**config.mk**
```make
export PLATFORM = sky130hd
export DESIGN_NAME = pid_heading_controller_core
export DESIGN_NICKNAME = d
export VERILOG_FILES = /design/src/rtl/core/phc_pkg.sv /design/src/rtl/core/pid_heading_controller_core.sv
export VERILOG_INCLUDE_DIRS = /design/src /design/src/rtl/core
export SDC_FILE = /design/constraint.sdc
export NUM_CORES = 2
export LEC_CHECK = 0
export ABC_AREA = 1
export BUFFER_PORTS_ARGS = -buffer_cell sky130_fd_sc_hd__buf_4
export CAP_MARGIN = 20
export CELL_PAD_IN_SITES_DETAIL_PLACEMENT = 0
export CELL_PAD_IN_SITES_GLOBAL_PLACEMENT = 1
export CORE_UTILIZATION = 30
export DETAILED_ROUTE_END_ITERATION = 16
export GPL_TIMING_DRIVEN = 0
export PLACE_DENSITY_LB_ADDON = 0.1
export SLEW_MARGIN = 10
export SYNTH_ARGS = -nofsm -noshare
export SYNTH_HDL_FRONTEND = slang
export SYNTH_SLANG_ARGS = --single-unit
```
**constraint.sdc**
```tcl
create_clock -name i_clk -period 7.2 [get_ports i_clk]
set_clock_uncertainty 0.15 [all_clocks]
set_input_delay 0.72 -clock i_clk [delete_from_list [all_inputs] [get_ports i_clk]]
set_output_delay 0.72 -clock i_clk [all_outputs]
set_load 0.01 [all_outputs]
```
**src/rtl/core/pid_heading_controller_core_macros.svh**
```systemverilog
// Assertion macros for the PID heading controller core.
// Included by RTL files that carry concurrent checks; no other dependencies.
`ifndef PID_HEADING_CONTROLLER_CORE_MACROS_SVH
`define PID_HEADING_CONTROLLER_CORE_MACROS_SVH
`ifndef NO_ASSERTIONS
`define PHC_ASSERT(label, clk, rst_n, prop) \
    label: assert property (@(posedge clk) disable iff (!rst_n) prop) \
        else $error("pid heading controller check failed");
`define PHC_ASSERT_ALWAYS(label, clk, prop) \
    label: assert property (@(posedge clk) prop) \
        else $error("pid heading controller reset check failed");
`else
`define PHC_ASSERT(label, clk, rst_n, prop)
`define PHC_ASSERT_ALWAYS(label, clk, prop)
`endif
`endif

```
**src/rtl/core/phc_pkg.sv**
```systemverilog
// Package for the PID heading controller core: widths, constants, register map.
// No dependencies.
`default_nettype none
package phc_pkg;

    localparam int ANGLE_W   = 16;
    localparam int GAIN_W    = 20;
    localparam int LIMIT_W   = 10;
    localparam int ERR_W     = 17;
    localparam int DIFF_W    = 18;
    localparam int SUM_W     = 32;
    localparam int DRIVE_W   = 11;
    localparam int PP_W      = GAIN_W + 1 + ERR_W;
    localparam int PI_W      = GAIN_W + 1 + SUM_W;
    localparam int PD_W      = GAIN_W + 1 + DIFF_W;
    localparam int RAW_W     = 54;
    localparam int FRAC_SHIFT = 20;
    localparam int FLOOR_W   = RAW_W - FRAC_SHIFT;
    localparam int VAL_W     = FLOOR_W + 1;
    localparam int ADDR_W    = 5;
    localparam int DATA_W    = 32;

    localparam logic [VAL_W-1:0] DRIVE_OFFSET = VAL_W'(90);

    localparam logic [ANGLE_W-1:0] TARGET_RST = '0;
    localparam logic [GAIN_W-1:0]  KP_RST     = GAIN_W'(26214);
    localparam logic [GAIN_W-1:0]  KI_RST     = '0;
    localparam logic [GAIN_W-1:0]  KD_RST     = GAIN_W'(66);
    localparam logic [LIMIT_W-1:0] LIMIT_RST  = LIMIT_W'(250);

    typedef enum logic [2:0] {
        REG_TARGET = 3'd0,
        REG_KP     = 3'd1,
        REG_KI     = 3'd2,
        REG_KD     = 3'd3,
        REG_LIMIT  = 3'd4
    } t_reg_idx;

endpackage
`default_nettype wire

```
**src/rtl/core/pid_heading_controller_core.sv**
```systemverilog
// PID heading controller core: four-stage pipeline from heading word to drive word.
// Depends on phc_pkg and pid_heading_controller_core_macros.svh.
//
// Usage:
//   Input channel (i_in_valid / o_in_stall) carries one measured heading per word,
//   signed Q12.4. Output channel (o_out_valid / i_out_stall) carries the offset and
//   clamped drive command plus a clamp flag. Both sides: a word moves on a rising
//   edge with valid high and stall low.
//   o_out_valid rises once the accepted word has passed the stage 1, 2 and 3
//   registers into the output register. One word per cycle is accepted while
//   o_in_stall is low; the integral and previous-error state update at acceptance,
//   and the three gain products each get a register stage before the final sum.
//   Stages hold their word when the one downstream is full and stalled; empty
//   stages still take words, so input stalls only once the whole pipe is full.
//   Gains, setpoint and limit are written over the APB port; the user must write
//   them only while the block is idle (not enforced). Synchronous reset clears
//   all valids, the integral and previous error, and loads register defaults.
`default_nettype none
`include "pid_heading_controller_core_macros.svh"
module pid_heading_controller_core (
    input  wire logic                                i_clk,
    input  wire logic                                i_rst_n,
    input  wire logic                                psel,
    input  wire logic                                penable,
    input  wire logic                                pwrite,
    input  wire logic [phc_pkg::ADDR_W-1:0]          paddr,
    input  wire logic [phc_pkg::DATA_W-1:0]          pwdata,
    output logic      [phc_pkg::DATA_W-1:0]          prdata,
    output logic                                     pready,
    input  wire logic                                i_in_valid,
    output logic                                     o_in_stall,
    input  wire logic signed [phc_pkg::ANGLE_W-1:0]  i_measured_angle,
    output logic                                     o_out_valid,
    input  wire logic                                i_out_stall,
    output logic signed [phc_pkg::DRIVE_W-1:0]       o_drive_cmd,
    output logic                                     o_clamped
);
    import phc_pkg::*;

    // configuration registers
    logic signed [ANGLE_W-1:0] r_target_angle;
    logic [GAIN_W-1:0]         r_gain_prop;
    logic [GAIN_W-1:0]         r_gain_integ;
    logic [GAIN_W-1:0]         r_gain_deriv;
    logic [LIMIT_W-1:0]        r_drive_limit;

    logic     w_cfg_wr;
    t_reg_idx w_reg_idx;

    assign w_cfg_wr  = psel && penable && pwrite;
    assign w_reg_idx = t_reg_idx'(paddr[ADDR_W-1:2]);
    assign pready    = 1'b1;

    always_ff @(posedge i_clk) begin
        if (!i_rst_n) begin
            r_target_angle <= TARGET_RST;
            r_gain_prop    <= KP_RST;
            r_gain_integ   <= KI_RST;
            r_gain_deriv   <= KD_RST;
            r_drive_limit  <= LIMIT_RST;
        end else if (w_cfg_wr) begin
            case (w_reg_idx)
                REG_TARGET: r_target_angle <= pwdata[ANGLE_W-1:0];
                REG_KP:     r_gain_prop    <= pwdata[GAIN_W-1:0];
                REG_KI:     r_gain_integ   <= pwdata[GAIN_W-1:0];
                REG_KD:     r_gain_deriv   <= pwdata[GAIN_W-1:0];
                REG_LIMIT:  r_drive_limit  <= pwdata[LIMIT_W-1:0];
                default: ;
            endcase
        end
    end

    always_comb begin
        case (w_reg_idx)
            REG_TARGET: prdata = DATA_W'(unsigned'(r_target_angle));
            REG_KP:     prdata = DATA_W'(r_gain_prop);
            REG_KI:     prdata = DATA_W'(r_gain_integ);
            REG_KD:     prdata = DATA_W'(r_gain_deriv);
            REG_LIMIT:  prdata = DATA_W'(r_drive_limit);
            default:    prdata = '0;
        endcase
    end

    // pipeline control
    logic r_s1_valid, r_s2_valid, r_s3_valid, r_out_valid;
    logic w_en1, w_en2, w_en3, w_en4, w_in_accept;

    assign w_en4       = !r_out_valid || !i_out_stall;
    assign w_en3       = !r_s3_valid || w_en4;
    assign w_en2       = !r_s2_valid || w_en3;
    assign w_en1       = !r_s1_valid || w_en2;
    assign o_in_stall  = !w_en1;
    assign w_in_accept = i_in_valid && w_en1;
    assign o_out_valid = r_out_valid;

    always_ff @(posedge i_clk) begin
        if (!i_rst_n) begin
            r_s1_valid  <= 1'b0;
            r_s2_valid  <= 1'b0;
            r_s3_valid  <= 1'b0;
            r_out_valid <= 1'b0;
        end else begin
            if (w_en1) r_s1_valid  <= i_in_valid;
            if (w_en2) r_s2_valid  <= r_s1_valid;
            if (w_en3) r_s3_valid  <= r_s2_valid;
            if (w_en4) r_out_valid <= r_s3_valid;
        end
    end

    // stage 1: error, saturating integral, difference; state updates on accept
    logic signed [SUM_W-1:0]  r_error_sum, n_error_sum;
    logic signed [ERR_W-1:0]  r_prev_error, n_prev_error;
    logic signed [SUM_W:0]    w_sum_wide;
    logic signed [ERR_W-1:0]  r_s1_err;
    logic signed [SUM_W-1:0]  r_s1_sum;
    logic signed [DIFF_W-1:0] r_s1_diff, n_s1_diff;

    always_comb begin
        n_prev_error = ERR_W'(r_target_angle) - ERR_W'(i_measured_angle);
        w_sum_wide   = (SUM_W+1)'(r_error_sum) + (SUM_W+1)'(n_prev_error);
        if (w_sum_wide[SUM_W] != w_sum_wide[SUM_W-1]) begin
            n_error_sum = w_sum_wide[SUM_W] ? {1'b1, {(SUM_W-1){1'b0}}}
                                            : {1'b0, {(SUM_W-1){1'b1}}};
        end else begin
            n_error_sum = w_sum_wide[SUM_W-1:0];
        end
        n_s1_diff = DIFF_W'(n_prev_error) - DIFF_W'(r_prev_error);
    end

    always_ff @(posedge i_clk) begin
        if (!i_rst_n) begin
            r_error_sum  <= '0;
            r_prev_error <= '0;
        end else if (w_in_accept) begin
            r_error_sum  <= n_error_sum;
            r_prev_error <= n_prev_error;
        end
    end

    always_ff @(posedge i_clk) begin
        if (w_en1) begin
            r_s1_err  <= n_prev_error;
            r_s1_sum  <= n_error_sum;
            r_s1_diff <= n_s1_diff;
        end
    end

    // stage 2: gain products
    logic signed [PP_W-1:0] r_s2_pp;
    logic signed [PI_W-1:0] r_s2_pi;
    logic signed [PD_W-1:0] r_s2_pd;

    always_ff @(posedge i_clk) begin
        if (w_en2) begin
            r_s2_pp <= PP_W'(PP_W'($signed({1'b0, r_gain_prop})) * PP_W'(r_s1_err));
            r_s2_pi <= PI_W'(PI_W'($signed({1'b0, r_gain_integ})) * PI_W'(r_s1_sum));
            r_s2_pd <= PD_W'(PD_W'($signed({1'b0, r_gain_deriv})) * PD_W'(r_s1_diff));
        end
    end

    // stage 3: raw sum
    logic signed [RAW_W-1:0] r_s3_raw;

    always_ff @(posedge i_clk) begin
        if (w_en3) begin
            r_s3_raw <= RAW_W'(r_s2_pp) + RAW_W'(r_s2_pi) + RAW_W'(r_s2_pd);
        end
    end

    // stage 4: floor, offset, clamp
    logic signed [FLOOR_W-1:0] w_floor;
    logic signed [VAL_W-1:0]   w_val;
    logic signed [VAL_W-1:0]   w_lim;
    logic signed [DRIVE_W-1:0] n_drive, r_drive;
    logic                      n_clamped, r_clamped;

    always_comb begin
        w_floor = r_s3_raw[RAW_W-1:FRAC_SHIFT];
        w_val   = w_floor[FLOOR_W-1] ? VAL_W'(w_floor) - DRIVE_OFFSET
                                     : VAL_W'(w_floor) + DRIVE_OFFSET;
        w_lim   = VAL_W'(r_drive_limit);
        if (w_val > w_lim) begin
            n_drive   = DRIVE_W'(r_drive_limit);
            n_clamped = 1'b1;
        end else if (w_val < -w_lim) begin
            n_drive   = -DRIVE_W'(r_drive_limit);
            n_clamped = 1'b1;
        end else begin
            n_drive   = w_val[DRIVE_W-1:0];
            n_clamped = 1'b0;
        end
    end

    always_ff @(posedge i_clk) begin
        if (w_en4) begin
            r_drive   <= n_drive;
            r_clamped <= n_clamped;
        end
    end

    assign o_drive_cmd = r_drive;
    assign o_clamped   = r_clamped;

    // signed reference points for the output checks
    logic signed [DRIVE_W-1:0] w_lim_drive;
    logic signed [DRIVE_W-1:0] w_offset_drive;
    logic                      w_at_limit;
    logic                      w_has_offset;

    assign w_lim_drive    = DRIVE_W'(r_drive_limit);
    assign w_offset_drive = DRIVE_W'(DRIVE_OFFSET);
    assign w_at_limit     = (o_drive_cmd == w_lim_drive) || (o_drive_cmd == -w_lim_drive);
    assign w_has_offset   = (o_drive_cmd >= w_offset_drive) || (o_drive_cmd <= -w_offset_drive);

    `PHC_ASSERT(a_accept_fills_s1, i_clk, i_rst_n, w_in_accept |=> r_s1_valid)
    `PHC_ASSERT(a_clamp_at_limit, i_clk, i_rst_n, (o_out_valid && o_clamped) |-> w_at_limit)
    `PHC_ASSERT(a_unclamped_has_offset, i_clk, i_rst_n, (o_out_valid && !o_clamped) |-> w_has_offset)
    `PHC_ASSERT_ALWAYS(a_reset_clears_out, i_clk, !i_rst_n |=> (!o_out_valid && !r_s1_valid))

endmodule
`default_nettype wire

```
==> run summary <==
The hold path startpoint is pwdata[18]. Measured in cells, the most critical reg-to-reg path has a length of 24. After the last flow step, the layout net total stands at 11.3k. The setup-violating endpoint count in the final report is 0.

The worst setup path is captured at a flop. For this run, the number of Yosys warnings is 0. The die covers 242000 um^2.

For flop-to-flop paths, the worst setup slack is 0.0006 ns. Traced cell by cell, the critical path runs through buf_8, nand2_1, fa_1, inv_1, fa_1, inv_1, fa_1, inv_1, fa_1, fa_1, fa_1, inv_1, fa_1, inv_1, ha_4, nand2_4, nor2_4, nand2_2, nor4b_4, nand3_2, nand3_4, a21o_4, a21oi_4, xnor2_2. The total power draw is between 30 and 40 mW. The tree is rooted in a sky130_fd_sc_hd__clkbuf_16. Broken down by cell family, the worst path's largest delay share belongs to adder cells. The number of max-slew violations in the final report came out at 0.

The share of final-layout standard cells stronger than drive strength 1 came out at 7.06%. The pre-antenna-repair detailed-routing pass consisted of 12 iterations. After detailed placement, the design holds a cell count of 12.5k. After layout, the minimum clock period comes to 7.20 ns. The horizontal die dimension came out at 492 um.

The number of antenna violations at the first check in global routing is 28. The post-synthesis sequential area ratio came out at approximately 14%. The count of flip-flops with a built-in enable after synthesis is 243.

The insertion delay to the later sink of the worst-skew pair is 0.66 ns. The final hold violation count is 0. Counting stages on the worst path, the most repeated cell is sky130_fd_sc_hd__fa_1. The number of buffers created by CTS came out at 47. The mapped netlist covers 72000 um^2. The remaining antenna violation count after routing is 0. The async set or reset register ratio after synthesis came out at 0%. The tightest slew margin relative to the limit came out at 12.1%. The overall overflow remaining after global route came out at 0. The count of buffer and inverter cells on the critical path came out at 6. Across the VDD grid, the largest voltage drop is 0.458 mV. The highest attainable clock frequency is between 0.1 and 0.15 GHz. The clock transition time at the flip-flop clock pins of the worst setup and hold paths is 0.07 ns. The static leakage power is 45.9 nW. The most common cell after layout, fill and taps aside is sky130_fd_sc_hd__inv_1. The via count of the first global-routing pass came out at just over 60k. The depth of the CTS H-tree is 2. The standard cell area after detailed placement is 76900 um^2. The highest fanout seen on the critical path is 10.

The post-detailed-routing wire length came out at about 280 mm. The max-cap violation count is 0. The CTS tree is done. The most critical setup path has its endpoint at r_s2_pi[48]. The core box area came out at around 240000 um^2. Entering global routing, the biggest net connects 90 pins.

The cell row count came out at between 150 and 200. The post-route clock period utilization came out at 100%. The instance count of the mapped netlist is 9184. The worst-margin pin slew came out at 1.31 ns.

CTS saw about 380 sinks. At the end of the flow the core is filled with cells to about a third. In the layout the commonest cells are sky130_fd_sc_hd__inv_1, sky130_fd_sc_hd__nand2_1, sky130_fd_sc_hd__fa_1, sky130_fd_sc_hd__ha_1, sky130_fd_sc_hd__nor2_1. The startpoint of the worst setup timing path is r_s1_sum[7]. Setup repair after global routing could not meet its margin everywhere. The destination of the worst register-to-register timing path is r_s2_pi[48]. The synthesized area per cell came out at 7.84 um^2. The congestion estimate from routability-driven global placement came to around 0.91. The setup path with the least slack is of type reg2reg. Once layout is complete, the cells apart from fillers number 12.6k. The flow ran to the end, but the final reports show violations.

The required time at the endpoint of the critical path came out at between 7 and 8 ns. The worst path arrival time came out at 7.39 ns. The violation count after the first detailed-routing iteration is 4018.

The first-pass GRT wire length came out at a little over 400 mm. The HPWL reported at the end of detailed placement came out at 241 mm. The worst setup path is launched from a flop. The port buffer count is a little under 80. In this run the power density over the cells is about 370 nW/um^2. Counting buffers and inverters, the worst setup path is 24 cells deep. For this run, the leading register cell type out of synthesis is sky130_fd_sc_hd__edfxtp_1. The effective utilization at floorplan is 30.2%. The worst min-delay path class is in2reg. In this run, post-CTS hold repair placed 0 buffers.

The global-route total usage across every layer came out at 23.4%. The routed length per placed instance came out at 22.4 um. The number of design rule violations left after detail routing came out at 8. In this run, synthesis produced a sequential element count of 382. The via count is a little under 60k. The number of distinct library cells after synthesis came out at 60. The startpoint of the most critical register-to-register path is r_s1_sum[7].

The relative area change from synthesis to final layout came out at 12.6%. The cell area after layout came out at 81100 um^2. The longest clock path from root to sink contains 3 buffers. On the worst path, the slowest cell contributes a delay of about 0.56 ns. The final reports fail on DRC. The count of pins on the block boundary came out at 107. Along the worst hold path, the cell count comes to 3. In this run the vertical extent of the chip is around 490 um. The largest individual stage delay along the critical path comes from the cell sky130_fd_sc_hd__fa_1.

The mean number of vias per cell is 4.63.
==> power breakdown <==
| part | internal, mW | total (mW) | switching, mW |
|---|---|---|---|
| registers | 3.74 | 4.45 | 0.710 |
| clock network | 1.59 | 2.70 | 1.10 |
| logic | 7.54 | 22.9 | 15.3 |
| total | 12.9 | 30.0 | 17.2 |
==> layout make-up <==
cell class                      count  area, um^2
Inverter                         2515        9450
Timing Repair Buffer              148        1430
Antenna cell                        5        12.5
Sequential cell                   382       10100
Tap cell                         3167        3960
Clock inverter                     28         400
Fill cell                       25500      157000
Buffer                            330        2410
Clock buffer                       59        1310
Multi-Input combinational cell   5932       52000
==> stage by stage <==
step	hold slack [ns]	TNS (ns)	worst slack, ns
floorplan	0.285	0	0.176
global placement	0.303	-385.07	-3.12
detailed placement	0.314	-52.23	-2.03
CTS	0.159	-0.0881	-0.0587
global route	0.184	-0.489	-0.110
finish	0.195	0	0.000610
==> logic make-up after synthesis <==
family                   synth area share (%)
XOR/XNOR                                 2.75
AO/OA/AOI/OAI                            6.38
buffers and inverters                    15.2
flip-flops                               14.0
other                                  0.0104
AND/OR/NAND/NOR                          16.6
adder cells (fa/ha/maj)                  45.1
==> flip-flops by register name, summed over array words and instances (netlist names), 10 cells and up <==
name / cells
o_drive_cmd: 11
r_drive_limit: 10
r_error_sum: 32
r_gain_deriv: 20
r_gain_integ: 20
r_gain_prop: 20
r_prev_error: 17
r_s1_diff: 18
r_s1_err: 17
r_s1_sum: 32
r_s2_pd: 39
r_s2_pi: 53
r_s2_pp: 38
r_s3_raw: 34
r_target_angle: 16
==> how the worst min path moves through the flow <==
stage,to
floorplan,r_prev_error[2]
global placement,r_prev_error[2]
detailed placement,r_prev_error[2]
CTS,r_gain_prop[18]
global route,r_gain_prop[18]
finish,r_gain_prop[18]
==> tightest hold or removal path, cell delays in order <==
cell,delay [ns]
sky130_fd_sc_hd__buf_4,0.10
sky130_fd_sc_hd__nor2_1,0.04
sky130_fd_sc_hd__nor2_1,0.09
==> cells in the mapped netlist, types with 25 or more instances <==
cell type	instances	area, um^2
sky130_fd_sc_hd__nand2_1	2210	8300
sky130_fd_sc_hd__edfxtp_1	243	7300
sky130_fd_sc_hd__xor2_1	149	1310
sky130_fd_sc_hd__clkbuf_1	332	1250
sky130_fd_sc_hd__a31oi_1	41	257
sky130_fd_sc_hd__nand4_1	46	288
sky130_fd_sc_hd__a21oi_1	356	1780
sky130_fd_sc_hd__a21o_1	25	188
sky130_fd_sc_hd__fa_1	1248	25000
sky130_fd_sc_hd__nor3_1	40	200
sky130_fd_sc_hd__inv_1	2510	9420
sky130_fd_sc_hd__nand3_1	168	841
sky130_fd_sc_hd__ha_1	600	7510
sky130_fd_sc_hd__o21ai_0	249	1250
sky130_fd_sc_hd__nor2_1	500	1880
sky130_fd_sc_hd__dfxtp_1	139	2780
sky130_fd_sc_hd__xnor2_1	75	657
==> layer usage <==
metal | up-vias | track usage [%] | share of wire, %
met3 | 196 | 1.89 | 3.6
met1 | 29500 | 33.1 | 47
li1 | 27400 | - | -
met5 | - | 0 | 0
met4 | 0 | 5.84 | 2.9
met2 | 1131 | 38.5 | 46
==> repair_timing <==
item	CTS	global route
endpoints found under the setup margin	72	43
gates cloned	0	3
resized for setup	429	276
pin swaps	14	72
hold endpoints to repair	0	0
setup buffers	13	36
(Power assumes the default switching activity.)
